**config.mk**
```make
export PLATFORM = sky130hd
export DESIGN_NAME = edf_task_scheduler
export DESIGN_NICKNAME = d
export VERILOG_FILES = /design/src/hdl/edf_pkg.sv /design/src/hdl/edf_task_scheduler.sv /design/src/hdl/edf_ctrl.sv /design/src/hdl/edf_dpath.sv
export SDC_FILE = /design/constraint.sdc
export NUM_CORES = 2
export LEC_CHECK = 0
export ABC_AREA = 1
export BUFFER_PORTS_ARGS = -buffer_cell sky130_fd_sc_hd__clkbuf_2
export CAP_MARGIN = 20
export CORE_ASPECT_RATIO = 0.7
export CORE_MARGIN = 5
export CORE_UTILIZATION = 45
export DETAILED_ROUTE_END_ITERATION = 6
export GPL_TIMING_DRIVEN = 0
export PLACE_DENSITY = 0.66
export SLEW_MARGIN = 20
export SYNTH_ARGS = -nofsm -noshare
export SYNTH_HDL_FRONTEND = slang
export SYNTH_SLANG_ARGS = --single-unit
export TNS_END_PERCENT = 1
```
**constraint.sdc**
```tcl
create_clock -name clock -period 10.1 [get_ports clock]
set_input_delay 0.505 -clock clock [delete_from_list [all_inputs] [get_ports clock]]
set_output_delay 0.505 -clock clock [all_outputs]
set_load 0.01 [all_outputs]
```
**src/hdl/edf_pkg.sv**
```systemverilog
`timescale 1ns / 1ps
// ----------------------------------------------------------------------------
// edf_pkg
// Shared types, constants and helpers of the EDF task scheduler.
// ----------------------------------------------------------------------------
package edf_pkg;

   localparam int TASKS     = 16;
   localparam int TIME_BITS = 24;
   localparam int ID_W      = $clog2(TASKS);

   localparam logic [1:0] KIND_ADD   = 2'd0;
   localparam logic [1:0] KIND_DISP  = 2'd1;
   localparam logic [1:0] KIND_BLOCK = 2'd2;
   localparam logic [1:0] KIND_TICK  = 2'd3;

   localparam logic [1:0] ST_IDLE  = 2'd0;
   localparam logic [1:0] ST_READY = 2'd1;
   localparam logic [1:0] ST_RUN   = 2'd2;
   localparam logic [1:0] ST_BLOCK = 2'd3;

   typedef enum logic [3:0] {
      OP_NOP,
      OP_LATCH,
      OP_ADD,
      OP_DISP,
      OP_BLOCK,
      OP_UNBLK,
      OP_MISS_A,
      OP_MISS_B,
      OP_BEST,
      OP_PREEMPT,
      OP_START,
      OP_CHG_A,
      OP_CHG_B
   } dp_op_type;

   typedef struct packed {
      dp_op_type         op;
      logic [ID_W-1:0]   idx;
   } dp_cmd_type;

   typedef struct packed {
      logic id_ok;
      logic none;
   } dp_sts_type;

   function automatic logic [TIME_BITS-1:0] sat_add(input logic [TIME_BITS-1:0] a,
                                                     input logic [TIME_BITS-1:0] b);
      logic [TIME_BITS:0] s;
      s = {1'b0, a} + {1'b0, b};
      return s[TIME_BITS] ? {TIME_BITS{1'b1}} : s[TIME_BITS-1:0];
   endfunction

endpackage

```
**src/hdl/edf_task_scheduler.sv**
```systemverilog
`timescale 1ns / 1ps
// ----------------------------------------------------------------------------
// edf_task_scheduler
// Preemptive earliest-deadline-first scheduler over a table of tasks.
// ----------------------------------------------------------------------------
// Usage:
//   A word is taken on a rising edge with start high and busy low; the req_
//   ports carry add, dispatch, block or tick. busy stays high until the
//   result has gone out. Exactly one result word per request appears on the
//   rsp_ ports for one cycle, marked by rsp_valid; the receiver cannot stall.
// Steps per request; the best-deadline scan takes one table entry per cycle:
//   block     table write of the blocked state
//   add       table write, best-deadline scan, preempt check
//   dispatch  best-deadline scan and start, skipped when nothing is ready
//   tick      unblock step, miss scan (check, then deadline update, per entry),
//             best scan, preempt check, budget charge
//   One word at a time; the next may start the cycle after rsp_valid.
// Reset: synchronous, active high. All tasks idle, nothing ready or
//   running. Timing entries of a task hold no value until it is added.
// ----------------------------------------------------------------------------
module edf_task_scheduler import edf_pkg::*; (
   input  logic        clock,
   input  logic        reset,
   input  logic        start,
   output logic        busy,
   input  logic [1:0]  req_kind,
   input  logic [3:0]  req_task_id,
   input  logic        req_task_valid,
   input  logic [15:0] req_period,
   input  logic [15:0] req_budget,
   input  logic [23:0] req_arrival_time,
   input  logic [23:0] req_deadline,
   input  logic [23:0] req_current_time,
   input  logic        req_syscall_done,
   input  logic [1:0]  req_block_ticks,
   output logic        rsp_valid,
   output logic        rsp_running_valid,
   output logic [3:0]  rsp_running_id,
   output logic        rsp_none_ready,
   output logic        rsp_preempted,
   output logic        rsp_unblocked,
   output logic [15:0] rsp_missed_mask,
   output logic        rsp_completed,
   output logic [3:0]  rsp_completed_id,
   output logic [23:0] rsp_next_arrival,
   output logic [23:0] rsp_next_deadline
);

   dp_cmd_type cmd;
   dp_sts_type sts;

   edf_ctrl u_ctrl (
      .clock     (clock),
      .reset     (reset),
      .start     (start),
      .req_kind  (req_kind),
      .sts       (sts),
      .cmd       (cmd),
      .busy      (busy),
      .rsp_valid (rsp_valid)
   );

   edf_dpath u_dpath (
      .clock             (clock),
      .reset             (reset),
      .cmd               (cmd),
      .sts               (sts),
      .req_task_id       (req_task_id),
      .req_task_valid    (req_task_valid),
      .req_period        (req_period),
      .req_budget        (req_budget),
      .req_arrival_time  (req_arrival_time),
      .req_deadline      (req_deadline),
      .req_current_time  (req_current_time),
      .req_syscall_done  (req_syscall_done),
      .req_block_ticks   (req_block_ticks),
      .rsp_running_valid (rsp_running_valid),
      .rsp_running_id    (rsp_running_id),
      .rsp_none_ready    (rsp_none_ready),
      .rsp_preempted     (rsp_preempted),
      .rsp_unblocked     (rsp_unblocked),
      .rsp_missed_mask   (rsp_missed_mask),
      .rsp_completed     (rsp_completed),
      .rsp_completed_id  (rsp_completed_id),
      .rsp_next_arrival  (rsp_next_arrival),
      .rsp_next_deadline (rsp_next_deadline)
   );

endmodule

```
**src/hdl/edf_ctrl.sv**
```systemverilog
`timescale 1ns / 1ps
// ----------------------------------------------------------------------------
// edf_ctrl
// Sequencer: walks each word through its steps and the task table scans.
// ----------------------------------------------------------------------------
module edf_ctrl import edf_pkg::*; (
   input  logic        clock,
   input  logic        reset,
   input  logic        start,
   input  logic [1:0]  req_kind,
   input  dp_sts_type  sts,
   output dp_cmd_type  cmd,
   output logic        busy,
   output logic        rsp_valid
);

   typedef enum logic [3:0] {
      S_IDLE, S_ADD, S_DISP, S_BLOCK, S_UNBLK, S_MISS_A, S_MISS_B,
      S_BEST, S_PREEMPT, S_START, S_CHG_A, S_CHG_B, S_DONE
   } state_type;

   state_type       state_ff;
   logic [1:0]      kind_ff;
   logic [ID_W-1:0] idx_ff;
   logic            last;

   assign last      = (idx_ff == ID_W'(TASKS - 1));
   assign busy      = (state_ff != S_IDLE);
   assign rsp_valid = (state_ff == S_DONE);

   always_comb begin
      cmd.idx = idx_ff;
      unique case (state_ff)
         S_IDLE:    cmd.op = start ? OP_LATCH : OP_NOP;
         S_ADD:     cmd.op = OP_ADD;
         S_DISP:    cmd.op = OP_DISP;
         S_BLOCK:   cmd.op = OP_BLOCK;
         S_UNBLK:   cmd.op = OP_UNBLK;
         S_MISS_A:  cmd.op = OP_MISS_A;
         S_MISS_B:  cmd.op = OP_MISS_B;
         S_BEST:    cmd.op = OP_BEST;
         S_PREEMPT: cmd.op = OP_PREEMPT;
         S_START:   cmd.op = OP_START;
         S_CHG_A:   cmd.op = OP_CHG_A;
         S_CHG_B:   cmd.op = OP_CHG_B;
         default:   cmd.op = OP_NOP;
      endcase
   end

   always_ff @(posedge clock) begin
      if (reset) begin
         state_ff <= S_IDLE;
         kind_ff  <= KIND_ADD;
         idx_ff   <= '0;
      end else begin
         unique case (state_ff)
            S_IDLE: begin
               if (start) begin
                  kind_ff <= req_kind;
                  idx_ff  <= '0;
                  unique case (req_kind)
                     KIND_ADD:   state_ff <= S_ADD;
                     KIND_DISP:  state_ff <= S_DISP;
                     KIND_BLOCK: state_ff <= S_BLOCK;
                     default:    state_ff <= S_UNBLK;
                  endcase
               end
            end
            S_ADD:    state_ff <= sts.id_ok ? S_BEST : S_DONE;
            S_DISP:   state_ff <= sts.none ? S_DONE : S_BEST;
            S_BLOCK:  state_ff <= S_DONE;
            S_UNBLK:  state_ff <= S_MISS_A;
            S_MISS_A: state_ff <= S_MISS_B;
            S_MISS_B: begin
               if (last) begin
                  idx_ff   <= '0;
                  state_ff <= S_BEST;
               end else begin
                  idx_ff   <= idx_ff + 1'b1;
                  state_ff <= S_MISS_A;
               end
            end
            S_BEST: begin
               if (last) begin
                  idx_ff   <= '0;
                  state_ff <= (kind_ff == KIND_DISP) ? S_START : S_PREEMPT;
               end else begin
                  idx_ff <= idx_ff + 1'b1;
               end
            end
            S_PREEMPT: state_ff <= (kind_ff == KIND_TICK) ? S_CHG_A : S_DONE;
            S_START:   state_ff <= S_DONE;
            S_CHG_A:   state_ff <= S_CHG_B;
            S_CHG_B:   state_ff <= S_DONE;
            default:   state_ff <= S_IDLE;
         endcase
      end
   end

endmodule

```
**src/hdl/edf_dpath.sv**
```systemverilog
`timescale 1ns / 1ps
// ----------------------------------------------------------------------------
// edf_dpath
// Task table, ready set, running task and result registers.
// ----------------------------------------------------------------------------
module edf_dpath import edf_pkg::*; (
   input  logic        clock,
   input  logic        reset,
   input  dp_cmd_type  cmd,
   output dp_sts_type  sts,
   input  logic [3:0]  req_task_id,
   input  logic        req_task_valid,
   input  logic [15:0] req_period,
   input  logic [15:0] req_budget,
   input  logic [23:0] req_arrival_time,
   input  logic [23:0] req_deadline,
   input  logic [23:0] req_current_time,
   input  logic        req_syscall_done,
   input  logic [1:0]  req_block_ticks,
   output logic        rsp_running_valid,
   output logic [3:0]  rsp_running_id,
   output logic        rsp_none_ready,
   output logic        rsp_preempted,
   output logic        rsp_unblocked,
   output logic [15:0] rsp_missed_mask,
   output logic        rsp_completed,
   output logic [3:0]  rsp_completed_id,
   output logic [23:0] rsp_next_arrival,
   output logic [23:0] rsp_next_deadline
);

   // latched request word
   logic [3:0]           id_ff;
   logic                 tvalid_ff;
   logic [15:0]          period_ff;
   logic [15:0]          budget_ff;
   logic [23:0]          arrival_ff;
   logic [23:0]          deadline_ff;
   logic [TIME_BITS-1:0] now_ff;
   logic                 sys_ff;
   logic [1:0]           bticks_ff;

   // task table
   logic [TIME_BITS-1:0] dl_ff  [TASKS];
   logic [TIME_BITS-1:0] arr_ff [TASKS];
   logic [15:0]          per_ff [TASKS];
   logic [15:0]          bud_ff [TASKS];
   logic [15:0]          rem_ff [TASKS];
   logic [1:0]           cd_ff  [TASKS];
   logic [1:0]           st_ff  [TASKS];

   logic [TASKS-1:0]     ready_ff;
   logic                 busy_ff;
   logic [ID_W-1:0]      cur_ff;

   logic                 bv_ff;
   logic [ID_W-1:0]      best_id_ff;
   logic [TIME_BITS-1:0] best_dl_ff;
   logic [TIME_BITS-1:0] best_arr_ff;
   logic                 hit_ff;

   logic                 none_ff;
   logic                 pre_ff;
   logic                 unb_ff;
   logic [15:0]          miss_ff;
   logic                 comp_ff;
   logic [3:0]           comp_id_ff;
   logic [TIME_BITS-1:0] narr_ff;
   logic [TIME_BITS-1:0] ndl_ff;

   logic [ID_W-1:0]      a;
   logic                 id_ok;
   logic [TIME_BITS-1:0] r_dl;
   logic [TIME_BITS-1:0] r_arr;
   logic [TIME_BITS-1:0] r_per;
   logic [15:0]          r_rem;
   logic [15:0]          rem_dec;
   logic [TIME_BITS-1:0] sum_ap;
   logic [TIME_BITS-1:0] sum_np;
   logic                 better;

   assign id_ok     = (32'(id_ff) < TASKS);
   assign sts.id_ok = id_ok;
   assign sts.none  = (ready_ff == '0) && !busy_ff;

   always_comb begin
      unique case (cmd.op)
         OP_ADD, OP_BLOCK, OP_UNBLK:      a = ID_W'(id_ff);
         OP_PREEMPT, OP_CHG_A, OP_CHG_B:  a = cur_ff;
         default:                         a = cmd.idx;
      endcase
   end

   assign r_dl    = dl_ff[a];
   assign r_arr   = arr_ff[a];
   assign r_per   = TIME_BITS'(per_ff[a]);
   assign r_rem   = rem_ff[a];
   assign rem_dec = (r_rem == '0) ? '0 : r_rem - 1'b1;
   assign sum_ap  = sat_add(r_arr, r_per);
   assign sum_np  = sat_add(now_ff, r_per);
   // scan runs in ascending id, so a full tie keeps the earlier one
   assign better  = (r_dl < best_dl_ff) ||
                    ((r_dl == best_dl_ff) && (r_arr < best_arr_ff));

   always_ff @(posedge clock) begin
      if (reset) begin
         for (int i = 0; i < TASKS; i++) st_ff[i] <= ST_IDLE;
         ready_ff <= '0;
         busy_ff  <= 1'b0;
         cur_ff   <= '0;
         bv_ff    <= 1'b0;
         hit_ff   <= 1'b0;
      end else begin
         unique case (cmd.op)
            OP_ADD: begin
               if (busy_ff && cur_ff == a) busy_ff <= 1'b0;
               per_ff[a]   <= period_ff;
               bud_ff[a]   <= budget_ff;
               rem_ff[a]   <= budget_ff;
               arr_ff[a]   <= TIME_BITS'(arrival_ff);
               dl_ff[a]    <= TIME_BITS'(deadline_ff);
               st_ff[a]    <= ST_READY;
               ready_ff[a] <= 1'b1;
            end
            OP_DISP: begin
               if (!sts.none && busy_ff) begin
                  ready_ff[cur_ff] <= 1'b1;
                  st_ff[cur_ff]    <= ST_READY;
               end
            end
            OP_BLOCK: begin
               if (id_ok) begin
                  st_ff[a]    <= ST_BLOCK;
                  cd_ff[a]    <= bticks_ff;
                  ready_ff[a] <= 1'b0;
                  if (busy_ff && cur_ff == a) busy_ff <= 1'b0;
               end
            end
            OP_UNBLK: begin
               if (tvalid_ff && id_ok && st_ff[a] == ST_BLOCK) begin
                  if (cd_ff[a] == '0) begin
                     st_ff[a]    <= ST_READY;
                     ready_ff[a] <= 1'b1;
                  end else begin
                     cd_ff[a] <= cd_ff[a] - 1'b1;
                  end
               end
            end
            OP_MISS_A: begin
               hit_ff <= ready_ff[a] && (r_dl < now_ff);
               if (ready_ff[a] && (r_dl < now_ff)) begin
                  arr_ff[a] <= sum_ap;
                  rem_ff[a] <= bud_ff[a];
               end
            end
            OP_MISS_B: begin
               if (hit_ff) dl_ff[a] <= sum_ap;
            end
            OP_BEST: begin
               if (ready_ff[a] && (cmd.idx == '0 || !bv_ff || better)) begin
                  bv_ff       <= 1'b1;
                  best_id_ff  <= a;
                  best_dl_ff  <= r_dl;
                  best_arr_ff <= r_arr;
               end else if (cmd.idx == '0) begin
                  bv_ff <= 1'b0;
               end
            end
            OP_PREEMPT: begin
               if (busy_ff && bv_ff && best_dl_ff < r_dl) begin
                  ready_ff[cur_ff]     <= 1'b1;
                  st_ff[cur_ff]        <= ST_READY;
                  ready_ff[best_id_ff] <= 1'b0;
                  st_ff[best_id_ff]    <= ST_RUN;
                  cur_ff               <= best_id_ff;
               end
            end
            OP_START: begin
               if (bv_ff) begin
                  ready_ff[best_id_ff] <= 1'b0;
                  st_ff[best_id_ff]    <= ST_RUN;
                  busy_ff              <= 1'b1;
                  cur_ff               <= best_id_ff;
               end
            end
            OP_CHG_A: begin
               hit_ff <= busy_ff && (rem_dec == '0 || sys_ff);
               if (busy_ff) begin
                  if (rem_dec == '0 || sys_ff) begin
                     st_ff[a]  <= ST_IDLE;
                     rem_ff[a] <= bud_ff[a];
                     arr_ff[a] <= sum_np;
                     busy_ff   <= 1'b0;
                  end else begin
                     rem_ff[a] <= rem_dec;
                  end
               end
            end
            OP_CHG_B: begin
               if (hit_ff) dl_ff[a] <= sum_ap;
            end
            default: ;
         endcase
      end
   end

   // request latch and result flags
   always_ff @(posedge clock) begin
      if (cmd.op == OP_LATCH) begin
         id_ff       <= req_task_id;
         tvalid_ff   <= req_task_valid;
         period_ff   <= req_period;
         budget_ff   <= req_budget;
         arrival_ff  <= req_arrival_time;
         deadline_ff <= req_deadline;
         now_ff      <= TIME_BITS'(req_current_time);
         sys_ff      <= req_syscall_done;
         bticks_ff   <= req_block_ticks;
         none_ff     <= 1'b0;
         pre_ff      <= 1'b0;
         unb_ff      <= 1'b0;
         miss_ff     <= '0;
         comp_ff     <= 1'b0;
         comp_id_ff  <= '0;
         narr_ff     <= '0;
         ndl_ff      <= '0;
      end
      if (cmd.op == OP_DISP && sts.none) none_ff <= 1'b1;
      if (cmd.op == OP_PREEMPT && busy_ff && bv_ff && best_dl_ff < r_dl) pre_ff <= 1'b1;
      if (cmd.op == OP_UNBLK && tvalid_ff && id_ok && st_ff[a] == ST_BLOCK &&
          cd_ff[a] == '0) unb_ff <= 1'b1;
      if (cmd.op == OP_MISS_A && ready_ff[a] && (r_dl < now_ff))
         miss_ff <= miss_ff | (16'd1 << a);
      if (cmd.op == OP_CHG_A && busy_ff && (rem_dec == '0 || sys_ff)) begin
         comp_ff    <= 1'b1;
         comp_id_ff <= 4'(a);
         narr_ff    <= sum_np;
      end
      if (cmd.op == OP_CHG_B && hit_ff) ndl_ff <= sum_ap;
   end

   assign rsp_running_valid = busy_ff;
   assign rsp_running_id    = busy_ff ? 4'(cur_ff) : 4'd0;
   assign rsp_none_ready    = none_ff;
   assign rsp_preempted     = pre_ff;
   assign rsp_unblocked     = unb_ff;
   assign rsp_missed_mask   = miss_ff;
   assign rsp_completed     = comp_ff;
   assign rsp_completed_id  = comp_id_ff;
   assign rsp_next_arrival  = 24'(narr_ff);
   assign rsp_next_deadline = 24'(ndl_ff);

endmodule

```
# Word-level counts from Yosys, hierarchy flattened
# Memory sizes are Yosys's and may differ from the RTL's.
# Index checks and enable logic that the tools add are counted.
[word_totals]
ff_bits = 269
ram_bits = 1600
inputBits = 117
output_inout_bits = 79
wordCells = 299
memories = 7
[classes]
addsub = 5
magnitude_cmp = 10
n_eq_ne = 40
shifts = 1
n_mux = 121
bitwise = 22
reduce_logical = 65
[memory_table]
columns = ["name", "words", "width", "rd", "rd_clocked_by_memory_dff", "write_ports", "line", "rtl"]
rows = [
  ["u_dpath.arr_ff", 16, 24, 1, 0, 1, "edf_dpath.sv:45", "logic [TIME_BITS-1:0] arr_ff [TASKS];"],
  ["u_dpath.dl_ff", 16, 24, 1, 0, 1, "edf_dpath.sv:44", "logic [TIME_BITS-1:0] dl_ff [TASKS];"],
  ["u_dpath.bud_ff", 16, 16, 1, 0, 1, "edf_dpath.sv:47", "logic [15:0] bud_ff [TASKS];"],
  ["u_dpath.per_ff", 16, 16, 1, 0, 1, "edf_dpath.sv:46", "logic [15:0] per_ff [TASKS];"],
  ["u_dpath.rem_ff", 16, 16, 1, 0, 1, "edf_dpath.sv:48", "logic [15:0] rem_ff [TASKS];"],
  ["u_dpath.cd_ff", 16, 2, 1, 0, 1, "edf_dpath.sv:49", "logic [1:0] cd_ff [TASKS];"],
  ["+1 memories", "--", "--", "--", "--", "--", "--", ""],
]
[op_table]
columns = ["cell", "count"]
rows = [
  ["2-to-1 mux 24 bit", 9],
  ["2-to-1 mux 16 bit", 11],
  ["< comparator 24 bit", 4],
  ["one-hot mux 16 bit (6 select lines)", 1],
  ["2-to-1 mux 1 bit", 64],
  ["2-to-1 mux 4 bit", 13],
  ["adder 24 x 16 -> 25 bit", 2],
  ["bitwise AND 16 bit", 3],
  ["logical NOT 16 bit", 3],
  ["OR 16 bit", 3],
  ["one-hot mux 4 bit (12 select lines)", 1],
  ["equality test 4 bit, second input constant", 11],
  ["one-hot mux 4 bit (10 select lines)", 1],
  ["equality test 4 x 3 -> 1 bit, second input constant", 8],
  ["NOT 16 bit", 2],
  ["logical AND 1 bit", 25],
  ["equality test 24 bit", 1],
  ["one-hot mux 4 bit (2 select lines)", 3],
  ["2-to-1 mux 2 bit", 10],
  ["equality test 4 x 2 -> 1 bit, second input constant", 4],
  ["<< shifter 1 x 4 -> 16 bit, first input constant", 1],
  ["subtractor 16 x 1 -> 16 bit, second input constant", 1],
  ["< comparator 4 x 5 -> 1 bit, second input constant", 3],
  ["inequality test 2 x 1 -> 1 bit, second input constant", 7],
  ["other kinds (29)", 73],
]

# Depth between registers and ports, before layout
# An unclocked memory read counts as a cell.
[depth]
depth_word = 19
mapped_depth = 45
mapped_depth_nobuf = 40

# Modules after synthesis
# A second synthesis with hierarchy kept.
[unflattened]
hier_cells = 5902
area_unflattened_um2 = 76141.8
[by_module_without_submodules]
columns = ["mod", "instances", "cells_per_inst", "area_per_inst_um2", "seq_area_each_um2"]
rows = [
  ["edf_dpath", 1, 5783, 75412.3, 55233.0],
  ["edf_ctrl", 1, 119, 729.4, 200.2],
]

# Worst setup path after synthesis
# No wires, ideal clock.
[synth_timing]
path_kind = "reg2reg"
start = "register u_ctrl.state_ff[0]"
end = "memory u_dpath.dl_ff[0][18], data pin"
setup_time_ns = 0.330
arrival_time_ns = 6.510
t_required_ns = 9.770
setup_slack_ns = 3.260
path_stages_with_launch = 44
path_buffers = 10
synth_period_minus_slack_ns = 6.840
cell_sequence = "dfxtp_1 -> inv_2 -> nor2_1 -> nand2_2 -> nand3_4 -> nor2_2 -> nand2_2 -> nand2_4 -> buf_4 -> buf_4 -> nand2_2 -> buf_4 -> inv_2 -> buf_4 -> buf_2 -> buf_2 -> clkbuf_1 -> clkbuf_1 -> (+8 left out) -> nand2_1 -> nand2_1 -> a21oi_1 -> o21ai_0 -> nand3_1 -> nand2_1 -> a21oi_1 -> nor2_1 -> nor2_1 -> o21ai_0 -> inv_1 -> nor3_1 -> nand2_1 -> inv_1 -> buf_2 -> buf_4 -> nor2_1 -> o21ai_0"
[synth_via]
elab_chain_len = 10
word_cells_on_any_way = 35
cone_classes = "add/sub (1); eq/ne (18); mux (11); reduce/logical (3); memory (2)"
[synth_lines]
columns = ["item", "line", "rtl"]
rows = [
  ["from (decl)", "edf_ctrl.sv:22", "state_type state_ff;"],
  ["from (signal assigned)", "edf_ctrl.sv:69", "S_ADD: state_ff <= sts.id_ok ? S_BEST : S_DONE;"],
  ["from (signal assigned)", "edf_ctrl.sv:70", "S_DISP: state_ff <= sts.none ? S_DONE : S_BEST;"],
  ["from (signal assigned)", "edf_ctrl.sv:86", "state_ff <= (kind_ff == KIND_DISP) ? S_START : S_PREEMPT;"],
  ["equality test 4 bit, or another cell as far along", "edf_ctrl.sv:33", "unique case (state_ff)"],
  ["one-hot mux 4 bit (12 select lines) *", "edf_ctrl.sv:33", ""],
  ["equality test 4 bit, or another cell as far along", "edf_dpath.sv:87", "unique case (cmd.op)"],
  ["OR reduction 3 bit", "edf_dpath.sv:87", ""],
  ["one-hot mux 4 bit (2 select lines) *", "edf_dpath.sv:87", ""],
  ["named net u_dpath.a[0]", "edf_dpath.sv:71", "logic [ID_W-1:0] a;"],
  ["memory (16 x 24 bit) *", "--", ""],
  ["named net u_dpath.r_arr[3]", "edf_dpath.sv:74", "logic [TIME_BITS-1:0] r_arr;"],
  ["adder 24 x 16 -> 25 bit *", "edf_pkg.sv:51", "s = {1'b0, a} + {1'b0, b};"],
  ["2-to-1 mux 24 bit *", "edf_pkg.sv:52", "return s[TIME_BITS] ? {TIME_BITS{1'b1}} : s[TIME_BITS-1:0];"],
  ["2-to-1 mux 24 bit (no source line)", "--", ""],
  ["2-to-1 mux 24 bit (no source line) *", "--", ""],
  ["to (decl)", "edf_dpath.sv:44", ""],
]
# The timed path passes the listed nets; every way through them passes the cells marked *.

# Final worst setup path
[layout_timing]
start = "register u_ctrl.state_ff[0]"
end = "memory u_dpath.arr_ff[10][0] (enable)"
[layout_via]
word_cells_on_any_way = 48
cone_classes = "add/sub (1); order compare (1); eq/ne (18); mux (17); bitwise (2); reduce/logical (7); memory (2)"
[layout_rtl]
columns = ["item", "line", "rtl"]
rows = [
  ["equality test 4 bit, or another cell as far along", "edf_ctrl.sv:33", ""],
  ["one-hot mux 4 bit (12 select lines) *", "edf_ctrl.sv:33", ""],
  ["equality test 4 bit, or another cell as far along", "edf_dpath.sv:87", ""],
  ["OR reduction 3 bit", "edf_dpath.sv:87", ""],
  ["one-hot mux 4 bit (2 select lines) *", "edf_dpath.sv:87", ""],
  ["named net u_dpath.a[0]", "edf_dpath.sv:71", ""],
  ["memory (16 x 24 bit) *", "--", ""],
  ["named net u_dpath.r_dl[11]", "edf_dpath.sv:73", "logic [TIME_BITS-1:0] r_dl;"],
  ["< comparator 24 bit *", "edf_dpath.sv:151", "if (ready_ff[a] && (r_dl < now_ff)) begin"],
  ["logical AND 1 bit *", "edf_dpath.sv:151", ""],
  ["2-to-1 mux 1 bit *", "edf_dpath.sv:151", ""],
  ["2-to-1 mux 1 bit *", "edf_dpath.sv:114", "unique case (cmd.op)"],
  ["2-to-1 mux 1 bit *", "edf_dpath.sv:106", "if (reset) begin"],
  ["2-to-1 mux 1 bit (implied by the code) *", "edf_dpath.sv:152", "arr_ff[a] <= sum_ap;"],
  ["OR 1 bit (no source line) * (2 in series)", "--", ""],
  ["to (decl)", "edf_dpath.sv:45", ""],
]
# The timed path passes the listed nets; every way through them passes the cells marked *. The select of a mux whose other input is x is not followed.

==> results.cfg <==
[run_status]
status = complete, but fails checks
violations = negative setup slack

[timing]
setup_viol = 380
fmax_ghz = 0.09619
period_share = 1.029
relSlewSlack = 0.2301
hold_ws_ns = 0.1549
setup-tns-final_ns = -33.12
finalHoldViolations = 0
fin_crit_ns = 10.40
skew_ns = 0.07253
slew_viol_final = 0
tightest_slew_ns = 1.150
setup_ws_ns = -0.2965
rsz0062_at_grt = true

[die]
core_um2 = 168400
start_util = 0.4518
die_y_um = 354.0
pin_count = 196
die_x_um = 501.4
fp.dieArea_um2 = 177500
rows = 126

[power_and_ir_drop]
peakVddDrop_v = 0.0003245
power_leakage_nw = 31.22
powerDensity_nw_per_um2 = 316.2
finalPower_mw = 28.23

[logic_synthesis]
seq_area_frac_synth = 0.7287
avgSynthCellArea_um2 = 12.90
yosys-top-cells-area = edfxtp_1, nand2_1, a22oi_1, nor2_1, a21oi_1
synth-async-reset-ratio = 0
synth_edf_count = 1800
synth_top_cell_area_share = 0.7106
netlist_area_um2 = 76070
ys.warnings.count = 0
synthFlopType = edfxtp_1
ys_seq_elements = 1869
syn_nets = 6128
yosys.area.top_type = edfxtp_1
syn-instance-count = 5899
yosysUniqueCellTypes = 61

[routing]
via_count = 54760
initialDrtViolationCount = 9086
first_pass_iters = 6
wire_per_inst_um = 29.51
viasPerCell = 6.186
drtAntennaViolNets = 0
route.detailed.drc = 0
wl_um = 261300

[min_path]
min_from = start
hold_class = primary input to flip-flop
min_path_cells = 4
holdPathEnd = u_ctrl.kind_ff[1]

[critical_path]
slowest_delay_ns = 0.88
crit_type = flip-flop to flip-flop
cp_slowest_cell = clkbuf_1
critPathArrivalTime_ns = 10.93
cp-end-kind = flip-flop
r2r_slack_ns = -0.30
r2r_start = u_ctrl.state_ff[0]
cp.required_ns = 10.64
cp_max_fo = 10
startpoint_type = flip-flop
r2r_end = u_dpath.arr_ff[10][0]
rr_worst_depth = 33

[clock_network]
clk_pin_slew_worst_paths_ns = 0.06
htreeDepth = 4
clock_path_buffers = 3
cts_sinks = 1869
numCtsBuffers = 175
cts_tree = yes
clk_latency_ns = 0.84
cts-root-buf = clkbuf_16

[global_routing]
antenna_found_initial = 9
grt_overflow_total = 0
grt_max_degree = 79
grt_use_total = 0.2854
grt_pass1_wl_um = 364100
grt_pass1_vias = 49990

[final_layout]
nFillCells = 13890
area_growth_pct = 17.37
fin_cells = 8853
design_area_um2 = 89280
final_nets = 6705
drive_above_1_share = 0.1297
fin_util = 0.5303

[placement]
dp_slack_ns = -1.231
hpwl_um = 183300
gp_congestion = 0.9849
io_buffers = 195
place_area_um2 = 82090
post-place-cells = 8418

[run]
cap_violations = 0
## metal layers
metal	vias to the layer above	routed length [um]	GRT usage
li1	23110	-	-
met1	27040	106300	0.4276
met2	4121	106700	0.3934
met3	494	39640	0.09486
met4	0	8615	0.08598
met5	-	0	0
## area by class of cell
| cell class | instances | area [um^2] | area share |
|---|---|---|---|
| sequential | 1869 | 55430 | 0.6209 |
| multi-input combinational | 3420 | 18920 | 0.2119 |
| clock buffer | 217 | 4589 | 0.05140 |
| timing repair buffer | 401 | 3919 | 0.04389 |
| tap | 2240 | 2803 | 0.03139 |
| buffer | 297 | 1346 | 0.01508 |
| inverter | 312 | 1204 | 0.01348 |
| clock inverter | 94 | 1060 | 0.01187 |
| antenna | 3 | 7.507 | 0.00008408 |
## flip-flops by register name, indices dropped and copies added (netlist names), 16 cells and up
name	cells
u_dpath.now_ff	24
u_dpath.deadline_ff	24
u_dpath.best_dl_ff	24
u_dpath.budget_ff	16
u_dpath.cd_ff	32
u_dpath.arrival_ff	24
u_dpath.rsp_next_deadline	24
u_dpath.st_ff	32
u_dpath.dl_ff	384
u_dpath.arr_ff	384
u_dpath.per_ff	256
u_dpath.ready_ff	16
u_dpath.rsp_missed_mask	16
u_dpath.rem_ff	256
u_dpath.best_arr_ff	24
u_dpath.rsp_next_arrival	24
u_dpath.bud_ff	256
u_dpath.period_ff	16
## report_power, final
group / internal, mW / leakage, nW / switching, mW / total (mW)
sequential: 9.32 / 16.8 / 0.305 / 9.63
combinational: 3.05 / 11.6 / 8.89 / 11.9
clock: 3.66 / 2.75 / 3.00 / 6.66
## repair_timing
item | in CTS | in global routing
endpoints found under the setup margin | 1470 | 1598
hold buffers | 114 | 0
hold endpoints to repair | 114 | 0
gates resized for setup | 42 | 76
setup buffers | 0 | 6
pin swaps | 0 | 2
## worst max-delay path by stage
stage	cells after the start	endpoint	slack [ns]	startpoint
final	33	u_dpath.arr_ff[10][0]	-0.30	u_ctrl.state_ff[0]
after global routing	35	u_dpath.rem_ff[5][5]	-0.30	u_ctrl.state_ff[1]
after CTS	34	u_dpath.arr_ff[10][0]	0.02	u_ctrl.state_ff[0]
after detailed placement	34	u_dpath.arr_ff[13][4]	-1.23	u_ctrl.state_ff[3]
after global placement	31	u_dpath.arr_ff[10][1]	-2.93	u_ctrl.state_ff[1]
after floorplan	43	u_dpath.dl_ff[0][18]	3.26	u_ctrl.state_ff[0]
## cell usage after synthesis (3+ instances only)
master       n
o22a_1       3
nor4_1      10
a221oi_1     6
nor2_1     388
buf_4       12
a21oi_1    285
xnor2_1      5
edfxtp_1  1800
o21ai_2      3
nand4_1     64
o21bai_1     3
xor2_1      18
a31oi_1      4
buf_1       42
clkbuf_1   177
o22ai_1    182
o2111a_1    15
inv_2       22
nor2_2      17
nor3_1      39
o31ai_1      6
or4_1       19
clkinv_1     5
a22oi_1    488
nand2_1   1142
nand3_1    243
ha_1       110
buf_2       66
or2_2       10
o21ai_1     41
o211ai_1    14
nand2_2     10
o21ai_0    225
dfxtp_1     69
o221ai_1     4
a211oi_1    22
inv_1      285
nand3b_1    14
## cells in the final DEF (no fill, tap or decap), drive strengths merged, types with 65 or more instances in the layout
master,count
buf,205
nand2,1154
edfxtp,1800
dlygate4sd3,114
a22oi,488
o22ai,182
o21ai,269
nand3,245
dfxtp,69
a21oi,288
nor2,407
nand4,65
clkbuf,591
clkinv,66
inv,311
ha,110
## critical path: cells and delay by family (launching register included)
| kind | cells | cell delay (ns) |
|---|---|---|
| adders and majority gates | 1 | 0.29 |
| buffers and inverters | 14 | 4.53 |
| DFF | 1 | 0.39 |
| and+or+nand+nor | 12 | 2.70 |
| AOI/OAI and AO/OA | 6 | 2.08 |
## cells by family (layout without fill, tap and decap cells)
logic type                 after synthesis  after routing  synth area share
DFF                                   1869           1869            0.7287
AOI/OAI and AO/OA                     1317           1317            0.1101
buffers and inverters                  610           1321           0.03188
adders and majority gates              112            112           0.01862
xor gates and xnor gates                23             23          0.002648
other                                    0              3                 0
and+or+nand+nor                       1968           1968            0.1080
(Power assumes the default switching activity.)
